==> src/hdl/rri_pkg.sv <==
`timescale 1ns / 1ps
// Shared types and constants for the ray/rectangle intersection pipeline.
// No dependencies; every other file in hdl/ imports this package.
package rri_pkg;

	localparam int FRAC_BITS_DEF = 16;
	localparam int COORD_W       = 32;
	localparam int THR_W         = 16;

	// Quotient magnitude bits kept by the divider; anything larger saturates.
	localparam int QMAG_W = 31;

	// floor(x / 100000) for x < 2^31: (x * RECIP_M) >> RECIP_SHIFT, then one fixup.
	localparam int                RECIP_SHIFT = 47;
	localparam logic [QMAG_W-1:0] RECIP_M     = 31'd1407374883;
	localparam logic [16:0]       SCALE_DIV   = 17'd100000;
	localparam int                EST_W       = 2 * QMAG_W - RECIP_SHIFT;

	localparam logic [COORD_W-1:0] DIST_MAX = 32'h7FFF_FFFF;
	localparam logic [COORD_W-1:0] DIST_MIN = 32'h8000_0000;

	typedef enum logic [2:0] {
		REG_CORNER_X = 3'd0,
		REG_CORNER_Y = 3'd1,
		REG_CORNER_Z = 3'd2,
		REG_SPAN_X   = 3'd3,
		REG_SPAN_Y   = 3'd4,
		REG_THRESH   = 3'd5
	} reg_idx_t;

	typedef struct packed {
		logic signed [COORD_W-1:0] corner_x;
		logic signed [COORD_W-1:0] corner_y;
		logic signed [COORD_W-1:0] corner_z;
		logic signed [COORD_W-1:0] span_x;
		logic signed [COORD_W-1:0] span_y;
		logic        [THR_W-1:0]   threshold;
	} cfg_t;

	typedef struct packed {
		logic signed [COORD_W-1:0] origin_x;
		logic signed [COORD_W-1:0] origin_y;
		logic signed [COORD_W-1:0] origin_z;
		logic signed [COORD_W-1:0] dir_x;
		logic signed [COORD_W-1:0] dir_y;
		logic signed [COORD_W-1:0] dir_z;
	} ray_t;

	// Per-word control that travels with the divider and scaler stages.
	typedef struct packed {
		logic valid;
		logic hit;
		logic qneg;
		logic sat;
	} pipe_ctl_t;

	typedef struct packed {
		logic                      hit;
		logic signed [COORD_W-1:0] distance;
	} res_t;

endpackage

==> src/hdl/rri_scale.sv <==
`timescale 1ns / 1ps
// Output scaler: t * 1.00001 by reciprocal multiply, sign and saturation.
// Four register stages; depends on rri_pkg.
module rri_scale import rri_pkg::*; (
	input  logic              clk,
	input  logic              arst_n,
	input  logic              en,
	input  pipe_ctl_t         ctl_in,
	input  logic [QMAG_W-1:0] quo_in,
	output logic              valid,
	output res_t              res
);

	localparam int PRW = 2 * QMAG_W;

	pipe_ctl_t          ctl_s1, ctl_s2, ctl_s3;
	logic [QMAG_W-1:0]  quo_s1, quo_s2, quo_s3;
	logic [PRW-1:0]     prod_s1;
	logic [EST_W-1:0]   est_s2, cq_s3;
	logic [COORD_W-1:0] back_s2;
	logic [COORD_W-1:0] resid;
	logic [COORD_W-1:0] sum;
	logic [COORD_W-1:0] dist_sat;
	logic               valid_s4;
	res_t               res_s4;

	assign resid = COORD_W'(quo_s2) - back_s2;
	assign sum   = COORD_W'(quo_s3) + COORD_W'(cq_s3);

	always_comb begin
		priority if (!ctl_s3.hit) begin
			dist_sat = '0;
		end else if (ctl_s3.sat) begin
			dist_sat = ctl_s3.qneg ? DIST_MIN : DIST_MAX;
		end else if (ctl_s3.qneg) begin
			dist_sat = (sum > DIST_MIN) ? DIST_MIN : (~sum + 1'b1);
		end else begin
			dist_sat = (sum > DIST_MAX) ? DIST_MAX : sum;
		end
	end

	always_ff @(posedge clk or negedge arst_n) begin
		if (!arst_n) begin
			ctl_s1   <= '0;
			ctl_s2   <= '0;
			ctl_s3   <= '0;
			valid_s4 <= 1'b0;
		end else if (en) begin
			ctl_s1   <= ctl_in;
			ctl_s2   <= ctl_s1;
			ctl_s3   <= ctl_s2;
			valid_s4 <= ctl_s3.valid;
		end
	end

	always_ff @(posedge clk) begin
		if (en) begin
			quo_s1  <= quo_in;
			prod_s1 <= PRW'(quo_in) * PRW'(RECIP_M);
			quo_s2  <= quo_s1;
			est_s2  <= prod_s1[PRW-1:RECIP_SHIFT];
			back_s2 <= COORD_W'(prod_s1[PRW-1:RECIP_SHIFT]) * COORD_W'(SCALE_DIV);
			quo_s3  <= quo_s2;
			// estimate is low by at most one
			cq_s3   <= est_s2 + EST_W'(resid >= COORD_W'(SCALE_DIV));
			res_s4  <= '{hit: ctl_s3.hit, distance: dist_sat};
		end
	end

	assign valid = valid_s4;
	assign res   = res_s4;

endmodule

==> config.mk <==
export PLATFORM = sky130hd
export DESIGN_NAME = rri_scale
export DESIGN_NICKNAME = d
export VERILOG_FILES = /design/src/hdl/rri_pkg.sv /design/src/hdl/rri_scale.sv
export SDC_FILE = /design/constraint.sdc
export NUM_CORES = 2
export LEC_CHECK = 0
export ABC_AREA = 1
export BUFFER_PORTS_ARGS = -buffer_cell sky130_fd_sc_hd__buf_2
export CAP_MARGIN = 15
export CORE_MARGIN = 3
export CORE_UTILIZATION = 36
export CTS_CLUSTER_SIZE = 40
export DETAILED_ROUTE_END_ITERATION = 10
export MAX_ROUTING_LAYER = met4
export PLACE_DENSITY_LB_ADDON = 0.05
export SYNTH_ARGS = -nofsm -noshare
export SYNTH_HDL_FRONTEND = slang
export SYNTH_SLANG_ARGS = --single-unit
export TNS_END_PERCENT = 10
==> constraint.sdc <==
create_clock -name clk -period 5.5 [get_ports clk]
set_input_delay 0.825 -clock clk [delete_from_list [all_inputs] [get_ports clk]]
set_output_delay 0.825 -clock clk [all_outputs]
set_load 0.01 [all_outputs]
After elaboration in Yosys (flattened, before gate mapping) --
Cells that the tools add are included.
Word-level totals: bits in registers 258, bits of input ports 38, output and inout port bits 34, word-level logic and storage cells 37
Cells by class: add/sub/neg operators 4, $mul 2, order comparisons 3, multiplexer cells 5, bitwise gates (word level) 1
Operator list (count):
- $mux 32 | 5
- $mul 31x31->62 const B | 1
- $add 31x15->32 | 1
- $add 32x1->32 const B | 1
- $ge 32x17->1 const B | 1
- $gt 32x31->1 const B | 1
- $gt 32x32->1 const B | 1
- $not 32->32 | 1
- $sub 31x32->32 | 1
- $mul 15x12->27 const B | 1
- $add 15x1->15 | 1

Longest topological paths before layout --
depth after elaboration 6, mapped depth 29, depth with buffers taken out 29

Least setup slack after synthesis --
Ideal clock, no wire load.
path kind input to register, start point input quo_in[18], end point register prod_s1[57] (data pin), library setup time 252 ps, data arrival time 6166 ps, slack -918 ps, stages 23, path buffers 0, path through ha_1 > fa_1 > inv_1 > fa_1 > fa_1 > inv_1 > fa_1 > fa_1 > fa_1 > inv_1 > fa_1 > inv_1 > ha_1 > a21oi_1 > o21ai_0 > a21oi_1 > o21ai_0 > a221oi_1 > o21ai_0 > nand3_1 > nand2_1 > nand2_1 > nand2_1
On the way: longest elaborated chain between the ends 1
Ends and longest elaborated chain:
- start, declared | line rri_scale.sv:9 | input logic [QMAG_W-1:0] quo_in,
- $mul 31x31->62 | line rri_scale.sv:59 | prod_s1 <= PRW'(quo_in) * PRW'(RECIP_M);
- end signal, assigned | line rri_scale.sv:59
- end, declared | line rri_scale.sv:18 | logic [PRW-1:0] prod_s1;
No other way between the ends. A chain may end at the register's enable or synchronous reset.

Final worst setup path --
start point input quo_in[13], end point register prod_s1[49] (data pin)
The elaborated chain is that of the path after synthesis.

==> metrics.cfg <==
[global_route]
met3_usage_pct=0.929
grt_max_degree=126
grt_usage_pct=23.3
use_met1_pct=28.8
busiest_layer=met2
grt_pass1_vias=25900
grt_pass1_wl_mm=155
grt_overflow=0
antenna_found_initial=5
use_met2_pct=42.0

[final_layout]
stdcell_area_sq_um=38100
area_growth_pct=21.4
final-instance-count-excl-fill=5041
final_layout_size_suffix_gt1_share_pct=19.8
diodes=0
nNetsFinal=4863
n_fill_cell=8477

[detailed_routing]
vias_per_cell=4.73
wl_per_cell_um=20.1
vias=23800
drtIter0Drc=1029
drtAntennaViolNets=0
drtPass1Iterations=5
drc_errors=0
wl_mm=101

[synth]
yosysWarnings=0
synth_area_sq_um=31400
synth_common_cells=inv_1, ha_1, nand2_1, fa_1, edfxtp_1
synth_top_area_share_pct=26.5
ys_top_cells_by_area=fa_1, ha_1, edfxtp_1
ys_types=54
synth_edf_count=196
ys_seq_area_share_pct=19.8
async_flop_share_pct=6.22
synth_area_leader_cell=fa_1
netlist_instances=3409
ys_ff_latch=209
yosys_most_used_dff=edfxtp_1
syn_nets=4393
synth_most_common_cell=inv_1
synth.avg_cell_area_sq_um=9.21

[clock_tree]
clk_pin_slew_ns=0.07
clk_latency_ns=0.53
cts_tree=done
hold_buffers=0
root_buffer=clkbuf_16
cts_sinks=209
clk_path_buf_depth=3
htreeDepth=1
cts_buffers=24

[placed_design]
dp.cells=4991
gp_routability_congestion=0.977
dp_hpwl_mm=90.4
io_buffers=71
postPlaceCellArea_sq_um=36400

[sta]
clock.fmax_mhz=159
min_period_over_period_pct=114
fin_crit_ns=6.29
tightestPinTransition_ns=1.11
finalHoldViolations=0
slew_violations=0
fin_skew_ns=0.0152
setup_viol=15
rsz0062_at_grt=yes
fin_ws_ns=-0.794
relSlewSlack_pct=25.7

[worst_setup_path]
crit_required_ns=5.79
cp_max_fo=6
r2r_cells=19
cp-start-kind=primary input
critPathKind=in2reg
cp-end-kind=flop
crit_arrival_ns=6.58

[flow_run]
maxCapViolCount=0

[floorplan]
core-area_sq_um=85800
ios=72
rows=107
die_w_um=301
start_util_pct=36.6
die_h_um=301
die_area_sq_um=90800

[worst_hold_path]
hold_path.class=in2async

[status]
violations=setup timing
status=finished with violations

-- stage by stage --
step | setup slack [ns] | hold WS (ns) | setup TNS, ns | utilization (%)
detailed placement | -1.75 | 0.405 | -22.89 | 42.4
global placement | -1.73 | 0.403 | -22.55 | 42.4
global route | -0.927 | 0.179 | -13.23 | 44.4
finish | -0.794 | 0.182 | -10.53 | 44.4
floorplan | -0.595 | 0.400 | -7.89 | -
CTS | -0.764 | 0.159 | -10.33 | 44.0
-- cell families (layout without fill, tap and decap cells) --
family                   count (synthesis)  count (layout)  synth area share (%)
adder cells (fa/ha/maj)                946             946                  47.6
AND/OR/NAND/NOR                        881             881                  12.4
XOR/XNOR                                73              73                  2.04
AO/OA/AOI/OAI                          381             381                  7.04
flip-flops                             209             209                  19.8
buffers and inverters                  919            1407                  11.1
-- path summary, 6_finish.rpt --
kind	start	endpoint	slack, ns
min in group clk	quo_s1[2]	quo_s2[2]	0.42
setup reg to reg	prod_s1[53]	back_s2[31]	0.48
max in group asynchronous	arst_n	ctl_s3[2]	5.07
hold reg to reg	quo_s1[2]	quo_s2[2]	0.42
hold / removal	arst_n	ctl_s3[3]	0.18
setup / recovery	quo_in[13]	prod_s1[49]	-0.79
-- critical path, stage by stage --
cell	delay, ns
buf_2	0.14
buf_12	0.14
buf_4	0.17
fa_1	0.54
ha_1	0.19
inv_1	0.07
fa_1	0.49
inv_1	0.06
fa_1	0.55
fa_1	0.47
fa_1	0.53
fa_1	0.43
ha_1	0.30
ha_1	0.33
a21oi_1	0.20
o21ai_0	0.14
a21oi_2	0.27
o21ai_2	0.11
a221oi_2	0.26
o21ai_2	0.10
buf_4	0.14
xor2_1	0.13
-- what timing repair did --
item | CTS | global route
setup buffers | 5 | 1
endpoints found under the setup margin | 15 | 15
pin swaps | 64 | 62
resized for setup | 135 | 55
-- sequential cells by signal (all words and copies together) (netlist names) --
signal	cells
quo_s2	31
ctl_s3	4
quo_s1	31
res	33
valid	1
back_s2	25
ctl_s2	4
est_s2	15
cq_s3	15
ctl_s1	4
prod_s1	15
quo_s3	31
-- cells in the final DEF (no fill, tap or decap), types with 26 or more instances in the layout --
cell type / count
a21oi_1: 147
a21oi_2: 42
buf_2: 59
buf_4: 379
edfxtp_1: 196
fa_1: 391
ha_1: 474
ha_4: 48
inv_1: 873
inv_2: 26
nand2_1: 423
nand2_2: 27
nand3_1: 125
nor2_1: 166
nor2_2: 28
o21ai_0: 70
o31ai_1: 32
xor2_1: 50
-- per-layer routing --
metal | share of wire (%) | up-vias | wire length (um)
met5 | 0 | - | 0
li1 | - | 11800 | -
met3 | 1.7 | 97 | 1750
met2 | 52 | 310 | 52700
met1 | 44 | 11700 | 44300
met4 | 2.5 | 0 | 2570
-- cell type report --
| cell class | instances | area (sq um) | area share (%) |
|---|---|---|---|
| timing repair buffer | 461 | 3480 | 9.14 |
| multi-input combinational | 2281 | 22800 | 59.8 |
| clock inverter | 19 | 158 | 0.414 |
| clock buffer | 25 | 626 | 1.64 |
| sequential | 209 | 6210 | 16.3 |
| tap | 1144 | 1430 | 3.76 |
| inverter | 902 | 3390 | 8.89 |
Power is left out: the tool's default activity adds up to more than one toggle a clock period on the data nets, which glitch-free logic cannot reach.
