<file path="src/hdl/rri_pkg.sv">
`timescale 1ns / 1ps
// Shared types and constants for the ray/rectangle intersection pipeline.
// No dependencies; every other file in hdl/ imports this package.
package rri_pkg;

	localparam int FRAC_BITS_DEF = 16;
	localparam int COORD_W       = 32;
	localparam int THR_W         = 16;

	// Quotient magnitude bits kept by the divider; anything larger saturates.
	localparam int QMAG_W = 31;

	// floor(x / 100000) for x < 2^31: (x * RECIP_M) >> RECIP_SHIFT, then one fixup.
	localparam int                RECIP_SHIFT = 47;
	localparam logic [QMAG_W-1:0] RECIP_M     = 31'd1407374883;
	localparam logic [16:0]       SCALE_DIV   = 17'd100000;
	localparam int                EST_W       = 2 * QMAG_W - RECIP_SHIFT;

	localparam logic [COORD_W-1:0] DIST_MAX = 32'h7FFF_FFFF;
	localparam logic [COORD_W-1:0] DIST_MIN = 32'h8000_0000;

	typedef enum logic [2:0] {
		REG_CORNER_X = 3'd0,
		REG_CORNER_Y = 3'd1,
		REG_CORNER_Z = 3'd2,
		REG_SPAN_X   = 3'd3,
		REG_SPAN_Y   = 3'd4,
		REG_THRESH   = 3'd5
	} reg_idx_t;

	typedef struct packed {
		logic signed [COORD_W-1:0] corner_x;
		logic signed [COORD_W-1:0] corner_y;
		logic signed [COORD_W-1:0] corner_z;
		logic signed [COORD_W-1:0] span_x;
		logic signed [COORD_W-1:0] span_y;
		logic        [THR_W-1:0]   threshold;
	} cfg_t;

	typedef struct packed {
		logic signed [COORD_W-1:0] origin_x;
		logic signed [COORD_W-1:0] origin_y;
		logic signed [COORD_W-1:0] origin_z;
		logic signed [COORD_W-1:0] dir_x;
		logic signed [COORD_W-1:0] dir_y;
		logic signed [COORD_W-1:0] dir_z;
	} ray_t;

	// Per-word control that travels with the divider and scaler stages.
	typedef struct packed {
		logic valid;
		logic hit;
		logic qneg;
		logic sat;
	} pipe_ctl_t;

	typedef struct packed {
		logic                      hit;
		logic signed [COORD_W-1:0] distance;
	} res_t;

endpackage

</file>
<file path="src/hdl/rri_div.sv">
`timescale 1ns / 1ps
// Pipelined restoring divider, one quotient bit per stage, QMAG_W stages.
// Depends on rri_pkg.
module rri_div import rri_pkg::*; #(
	parameter int FRAC_BITS = FRAC_BITS_DEF
) (
	input  logic                 clk,
	input  logic                 arst_n,
	input  logic                 en,
	input  pipe_ctl_t            ctl_in,
	input  logic [FRAC_BITS-1:0] mag_in,
	input  logic [FRAC_BITS-1:0] rem_in,
	input  logic [QMAG_W-1:0]    low_in,
	output pipe_ctl_t            ctl,
	output logic [QMAG_W-1:0]    quo
);

	localparam int MW = FRAC_BITS;

	pipe_ctl_t         ctl_s [QMAG_W];
	logic [MW-1:0]     mag_s [QMAG_W];
	logic [MW-1:0]     rem_s [QMAG_W];
	logic [QMAG_W-1:0] low_s [QMAG_W];
	logic [QMAG_W-1:0] quo_s [QMAG_W];

	pipe_ctl_t         p_ctl [QMAG_W];
	logic [MW-1:0]     p_mag [QMAG_W];
	logic [MW-1:0]     p_rem [QMAG_W];
	logic [QMAG_W-1:0] p_low [QMAG_W];
	logic [QMAG_W-1:0] p_quo [QMAG_W];
	logic [MW:0]       trial [QMAG_W];
	logic [MW:0]       diff  [QMAG_W];
	logic              take  [QMAG_W];

	// each stage reads only the register of the stage before it
	always_comb begin
		for (int k = 0; k < QMAG_W; k++) begin
			if (k == 0) begin
				p_ctl[k] = ctl_in;
				p_mag[k] = mag_in;
				p_rem[k] = rem_in;
				p_low[k] = low_in;
				p_quo[k] = '0;
			end else begin
				p_ctl[k] = ctl_s[k-1];
				p_mag[k] = mag_s[k-1];
				p_rem[k] = rem_s[k-1];
				p_low[k] = low_s[k-1];
				p_quo[k] = quo_s[k-1];
			end
			trial[k] = {p_rem[k], p_low[k][QMAG_W-1]};
			diff[k]  = trial[k] - {1'b0, p_mag[k]};
			take[k]  = trial[k] >= {1'b0, p_mag[k]};
		end
	end

	always_ff @(posedge clk or negedge arst_n) begin
		if (!arst_n) begin
			for (int k = 0; k < QMAG_W; k++) begin
				ctl_s[k] <= '0;
			end
		end else if (en) begin
			for (int k = 0; k < QMAG_W; k++) begin
				ctl_s[k] <= p_ctl[k];
			end
		end
	end

	always_ff @(posedge clk) begin
		if (en) begin
			for (int k = 0; k < QMAG_W; k++) begin
				mag_s[k] <= p_mag[k];
				rem_s[k] <= take[k] ? diff[k][MW-1:0] : trial[k][MW-1:0];
				low_s[k] <= p_low[k] << 1;
				quo_s[k] <= {p_quo[k][QMAG_W-2:0], take[k]};
			end
		end
	end

	assign ctl = ctl_s[QMAG_W-1];
	assign quo = quo_s[QMAG_W-1];

endmodule

</file>
<file path="config.mk">
export PLATFORM = sky130hd
export DESIGN_NAME = rri_div
export DESIGN_NICKNAME = d
export VERILOG_FILES = /design/src/hdl/rri_pkg.sv /design/src/hdl/rri_div.sv
export SDC_FILE = /design/constraint.sdc
export NUM_CORES = 2
export LEC_CHECK = 0
export BUFFER_PORTS_ARGS = -buffer_cell sky130_fd_sc_hd__buf_2
export CAP_MARGIN = 20
export CORE_UTILIZATION = 57
export DETAILED_ROUTE_END_ITERATION = 12
export PLACE_DENSITY = 0.87
export REMOVE_ABC_BUFFERS = 1
export SYNTH_ARGS = -nofsm -noshare
export SYNTH_HDL_FRONTEND = slang
export SYNTH_SLANG_ARGS = --single-unit
</file>
<file path="constraint.sdc">
create_clock -name clk -period 2.7 [get_ports clk]
set_input_delay 0.405 -clock clk [delete_from_list [all_inputs] [get_ports clk]]
set_output_delay 0.405 -clock clk [all_outputs]
set_load 0.02 [all_outputs]
</file>
After elaboration in Yosys (flattened, before gate mapping)
Memories as Yosys holds them, arrays and structs flattened.
Cells that the tools add are included.
Storage, ports and cells
  flip-flop bits (word level): 124
  memory bits (writable): 2883
  input bits: 70
  word-level logic and storage cells: 223
  memories: 4
Memories
  quo_s: words 31, bits a word 31, rd ports 31, clocked after memory_dff 0, write ports 31, RTL line rri_div.sv:24  | logic [QMAG_W-1:0] quo_s [QMAG_W];
  low_s: words 31, bits a word 30, rd ports 30, clocked after memory_dff 0, write ports 31, RTL line rri_div.sv:23  | logic [QMAG_W-1:0] low_s [QMAG_W];
  mag_s: words 31, bits a word 16, rd ports 30, clocked after memory_dff 0, write ports 31, RTL line rri_div.sv:21  | logic [MW-1:0] mag_s [QMAG_W];
  rem_s: words 31, bits a word 16, rd ports 30, clocked after memory_dff 0, write ports 31, RTL line rri_div.sv:22  | logic [MW-1:0] rem_s [QMAG_W];
Operators by class
  add/sub/neg operators: 31
  order comparisons: 31
  mux-type cells: 33
Operators by type and width (number)
  >= comparator 17 x 16 -> 1 bit: 31
  2-to-1 mux 16 bit: 31
  subtractor 16 bit: 31
  2-to-1 mux 1 bit: 2

Logic depth before layout (Yosys ltp)
An unclocked memory read counts as a cell.
  word-level depth: 3
  gate-level depth with buffers: 13

Least setup slack after synthesis
Ideal clock, no wire load.
  path type: flip-flop to flip-flop
  start: mem mag_s[1][1] (netlist bit)
  end: mem rem_s[1][27] (netlist bit), data pin
  setup time: 0.260 ns
  arrival: 2.683 ns
  slack: -0.243 ns
  cell stages (with the launch flop): 14
  buffers on the path: 2
  path through: edfxtp_1 -> inv_1 -> ha_1 -> nor2b_1 -> o21ai_0 -> a21oi_1 -> a41oi_1 -> a21oi_1 -> o31ai_1 -> a21o_1 -> and2_1 -> buf_2 -> buf_4 -> mux2_2
RTL lines (RTL line)
  start, declared: rri_div.sv:21
  end, declared: rri_div.sv:22

==> impl_metrics.yaml <==
power_and_ir_drop:
  powerDensity_nw_per_um2: 1190
  leakage_nw: 46.8
  vdd_drop_max_v: 0.000769
  p_comb_frac: 0.439
  swShare: 0.336
  switching_power_mw: 46.4
  pwr-share-clk: 0.212
  p_int_mw: 91.5
  seq_power_share: 0.349
  power_mw: 138
final_layout:
  stdcell_area_um2: 116000
  layout.nets: 8455
  fillers: 8920
  multi_input_area_um2: 31500
  syn2layout_area_growth_pct: 28.6
  num_antenna_cells: 0
  layout-drive-gt1-share: 0.331
  seq_area_um2: 60800
sta:
  hold_violations: 0
  grt_setup_unrepaired: "yes"
  slew_viol_final: 0
  slew_headroom: 0.471
  finalCriticalPeriod_ns: 3.06
  max_freq_mhz: 326
  period_share: 1.14
  whs_ns: 0.0309
  setup_violations: 235
  max_slew.worst_pin.slew_ns: 0.788
  fin_skew_ns: 0.0537
  layout_setup_ws_ns: -0.365
drt:
  routed_wl_um: 204000
  drc: 0
  ant_nets: 0
  vias: 57600
  dr.pass1.iters: 6
  via_per_inst: 5.71
  wl_per_cell_um: 20.2
  drt_iter0_markers: 4817
die:
  ios: 105
  die_x_um: 400
  start_util: 0.576
  die-height_um: 400
  dieArea_um2: 160000
  placementRows: 145
  core_area_um2: 157000
synthesis:
  postSynthAreaPerCell_um2: 14.1
  synth_top_family_by_area: "compound AO/OA/AOI/OAI gates"
  synth.area.mux_share: 0.0377
  syn_area_um2: 90100
  ys_types: 78
  yosysSeqAreaShare: 0.674
  synth_fa_ha_area_frac: 0.0755
  synth_seq_cells: 2045
  yosys.area.top_type_share: 0.640
  synthArstFlopShare: 0.0606
  synth_edf_count: 1921
  ys_top_cells_by_area: "edfxtp_1 64%, ha_1 6.9%, dfrtp_1 3.4%, mux2_2 3.4%, inv_1 2.7%"
  synth.most_common_cell: "edfxtp_1"
  synth-warning-count: 0
  synth_top_area_cell: "edfxtp_1"
  synth_compound_area_frac: 0.0889
  synthSimpleGateAreaFrac: 0.0593
  synthXorXnorAreaFrac: 0.0329
  synthCells: 6400
  synth_flop_cell: "edfxtp_1"
  synth_top_cells_by_count: "1921 x edfxtp_1, 641 x inv_1, 496 x ha_1"
setup_path:
  crit_buf_inv: 4
  cp.required_ns: 3.27
  cp_max_fo: 6
  crit_slowest_cell: "edfxtp_1"
  cp-start-kind: "flop"
  cp-end-kind: "flop"
  path_common_cell: "a31o_2"
  crit_chain: "inv_2 > ha_4 > nor2b_4 > o31a_1 > o41ai_2 > buf_4 > o211ai_1 > a31o_2 > a21oi_4 > o21ai_4 > buf_12 > buf_16 > a31o_2"
  crit_family: "compound AO/OA/AOI/OAI gates"
  crit_start: "mag_s[0][97]$_DFFE_PP_"
  cp_slowest_stage_delay_ns: 0.45
  worstSetupPathType: "reg2reg"
  cp_data_arrival_time_ns: 3.63
  reg2reg_from: "mag_s[0][97]$_DFFE_PP_"
placement:
  pre_cts_ws_ns: -0.430
  portBuffers: 104
  dpl_cell_area_um2: 99800
  dp_hpwl_um: 121000
  place.gp.congestion: 0.920
global_route:
  grt_max_degree: 124
  grt_first_pass_wirelength_um: 294000
  grt_pass1_vias: 56900
  antenna_found_initial: 3
  grt_use_total: 0.232
  gr-total-overflow: 0
clock_tree:
  insertion_delay_ns: 0.83
  tritoncts: "built"
  clock_path_buffers: 3
  cts_buffers: 202
  htree_num_levels: 4
  clock-root-buffer: "clkbuf_16"
  cts.clk_slew.worst_paths_ns: 0.06
  cts.sinks: 2045
status:
  status: "finished, violations left"
  failed_checks: "negative setup slack"
run:
  maxCapViolCount: 0
min_path:
  hold_path.class: "in2reg"
  worstHoldStart: "mag_in[2]"
stage by stage:
| stage | utilization | instances | TNS (ns) |
|---|---|---|---|
| after CTS | 0.708 | 9920 | -11.30 |
| after global placement | 0.637 | 9288 | -37.16 |
| after floorplan | - | 6304 | -185.58 |
| final | 0.741 | 10100 | -25.11 |
| after global routing | 0.741 | 10100 | -52.47 |
| after detailed placement | 0.637 | 9288 | -62.46 |
layout make-up:
class                      instances  area share
multi-input combinational       3620       0.272
inverter                         641      0.0207
clock inverter                   141      0.0138
clock buffer                     242      0.0464
sequential                      2045       0.524
timing repair buffer            1349       0.101
tap                             2058      0.0222
what timing repair did:
item	CTS	global route
hold buffers	68	0
endpoints found under the hold margin	142	0
gates cloned	17	24
pin swaps	209	357
setup endpoints to repair	456	490
buffers inserted	168	177
resized for setup	508	816
power groups by stage:
stage / Sequential (mW) / Combinational [mW] / Clock, mW
after floorplan: 46.2 / 28.7 / 0
after global placement: 47.8 / 42.4 / 0
after detailed placement: 47.9 / 44.0 / 0
after CTS: 47.6 / 50.3 / 29.7
after global routing: 48.6 / 64.7 / 31.0
final: 48.1 / 60.5 / 29.3
metal layers:
layer	routed length (um)	vias up	part of all wire	GRT usage
li1	-	26600	-	-
met1	81900	28300	0.40	0.296
met2	103000	2100	0.50	0.399
met3	10700	639	0.052	0.0342
met4	9000	2	0.044	0.0904
met5	13	-	0.000064	0
cells in the final DEF (no fill, tap or decap), drive strengths merged, types with 12 or more instances in the layout:
master	n
xor2	151
nor2b	65
a21o	128
dlygate4sd3	63
fa	30
a211oi	36
edfxtp	1921
nand2	316
o22ai	12
o21bai	26
buf	1264
bufinv	29
mux2	279
dfrtp	124
mux2i	23
o31a	17
a211o	18
o31ai	45
o21a	59
or3	24
nor3	72
nand2b	65
nand4	56
xnor2	188
nor4	13
nand3	67
and3	23
o21ai	356
a31oi	41
inv	650
ha	496
clkbuf	259
or2	16
a21boi	33
a21oi	427
clkinv	94
nor2	382
o41ai	16
cells by family (layout without fill, tap and decap cells):
| kind of cell | after synthesis | count (layout) |
|---|---|---|
| multiplexers | 302 | 302 |
| buffers and inverters | 737 | 2373 |
| adder cells (fa/ha/maj) | 526 | 526 |
| XOR/XNOR | 339 | 339 |
| AO/OA/AOI/OAI | 1305 | 1307 |
| AND/OR/NAND/NOR | 1146 | 1146 |
| flip-flops | 2045 | 2045 |
worst paths after layout:
check / to / slack, ns / cells after the start
worst min-delay path: mag_s[0][2]$_DFFE_PP_ / 0.03 / 2
worst max register to register: rem_s[0][126]$_DFFE_PP_ / -0.36 / 13
max in group asynchronous: ctl_s[118]$_DFFE_PN0P_ / 1.72 / 3
worst min register to register: quo_s[0][479]$_DFFE_PP_ / 0.39 / 0
worst max-delay path: rem_s[0][126]$_DFFE_PP_ / -0.36 / 13
min in group asynchronous: ctl_s[35]$_DFFE_PN0P_ / 0.16 / 2
state kept, by name (all words and copies together) (netlist names):
name   count
ctl        4
ctl_s    120
low_s    465
mag_s    480
quo_s    496
rem_s    480
No activity file was read; power rests on OpenSTA's default activity.
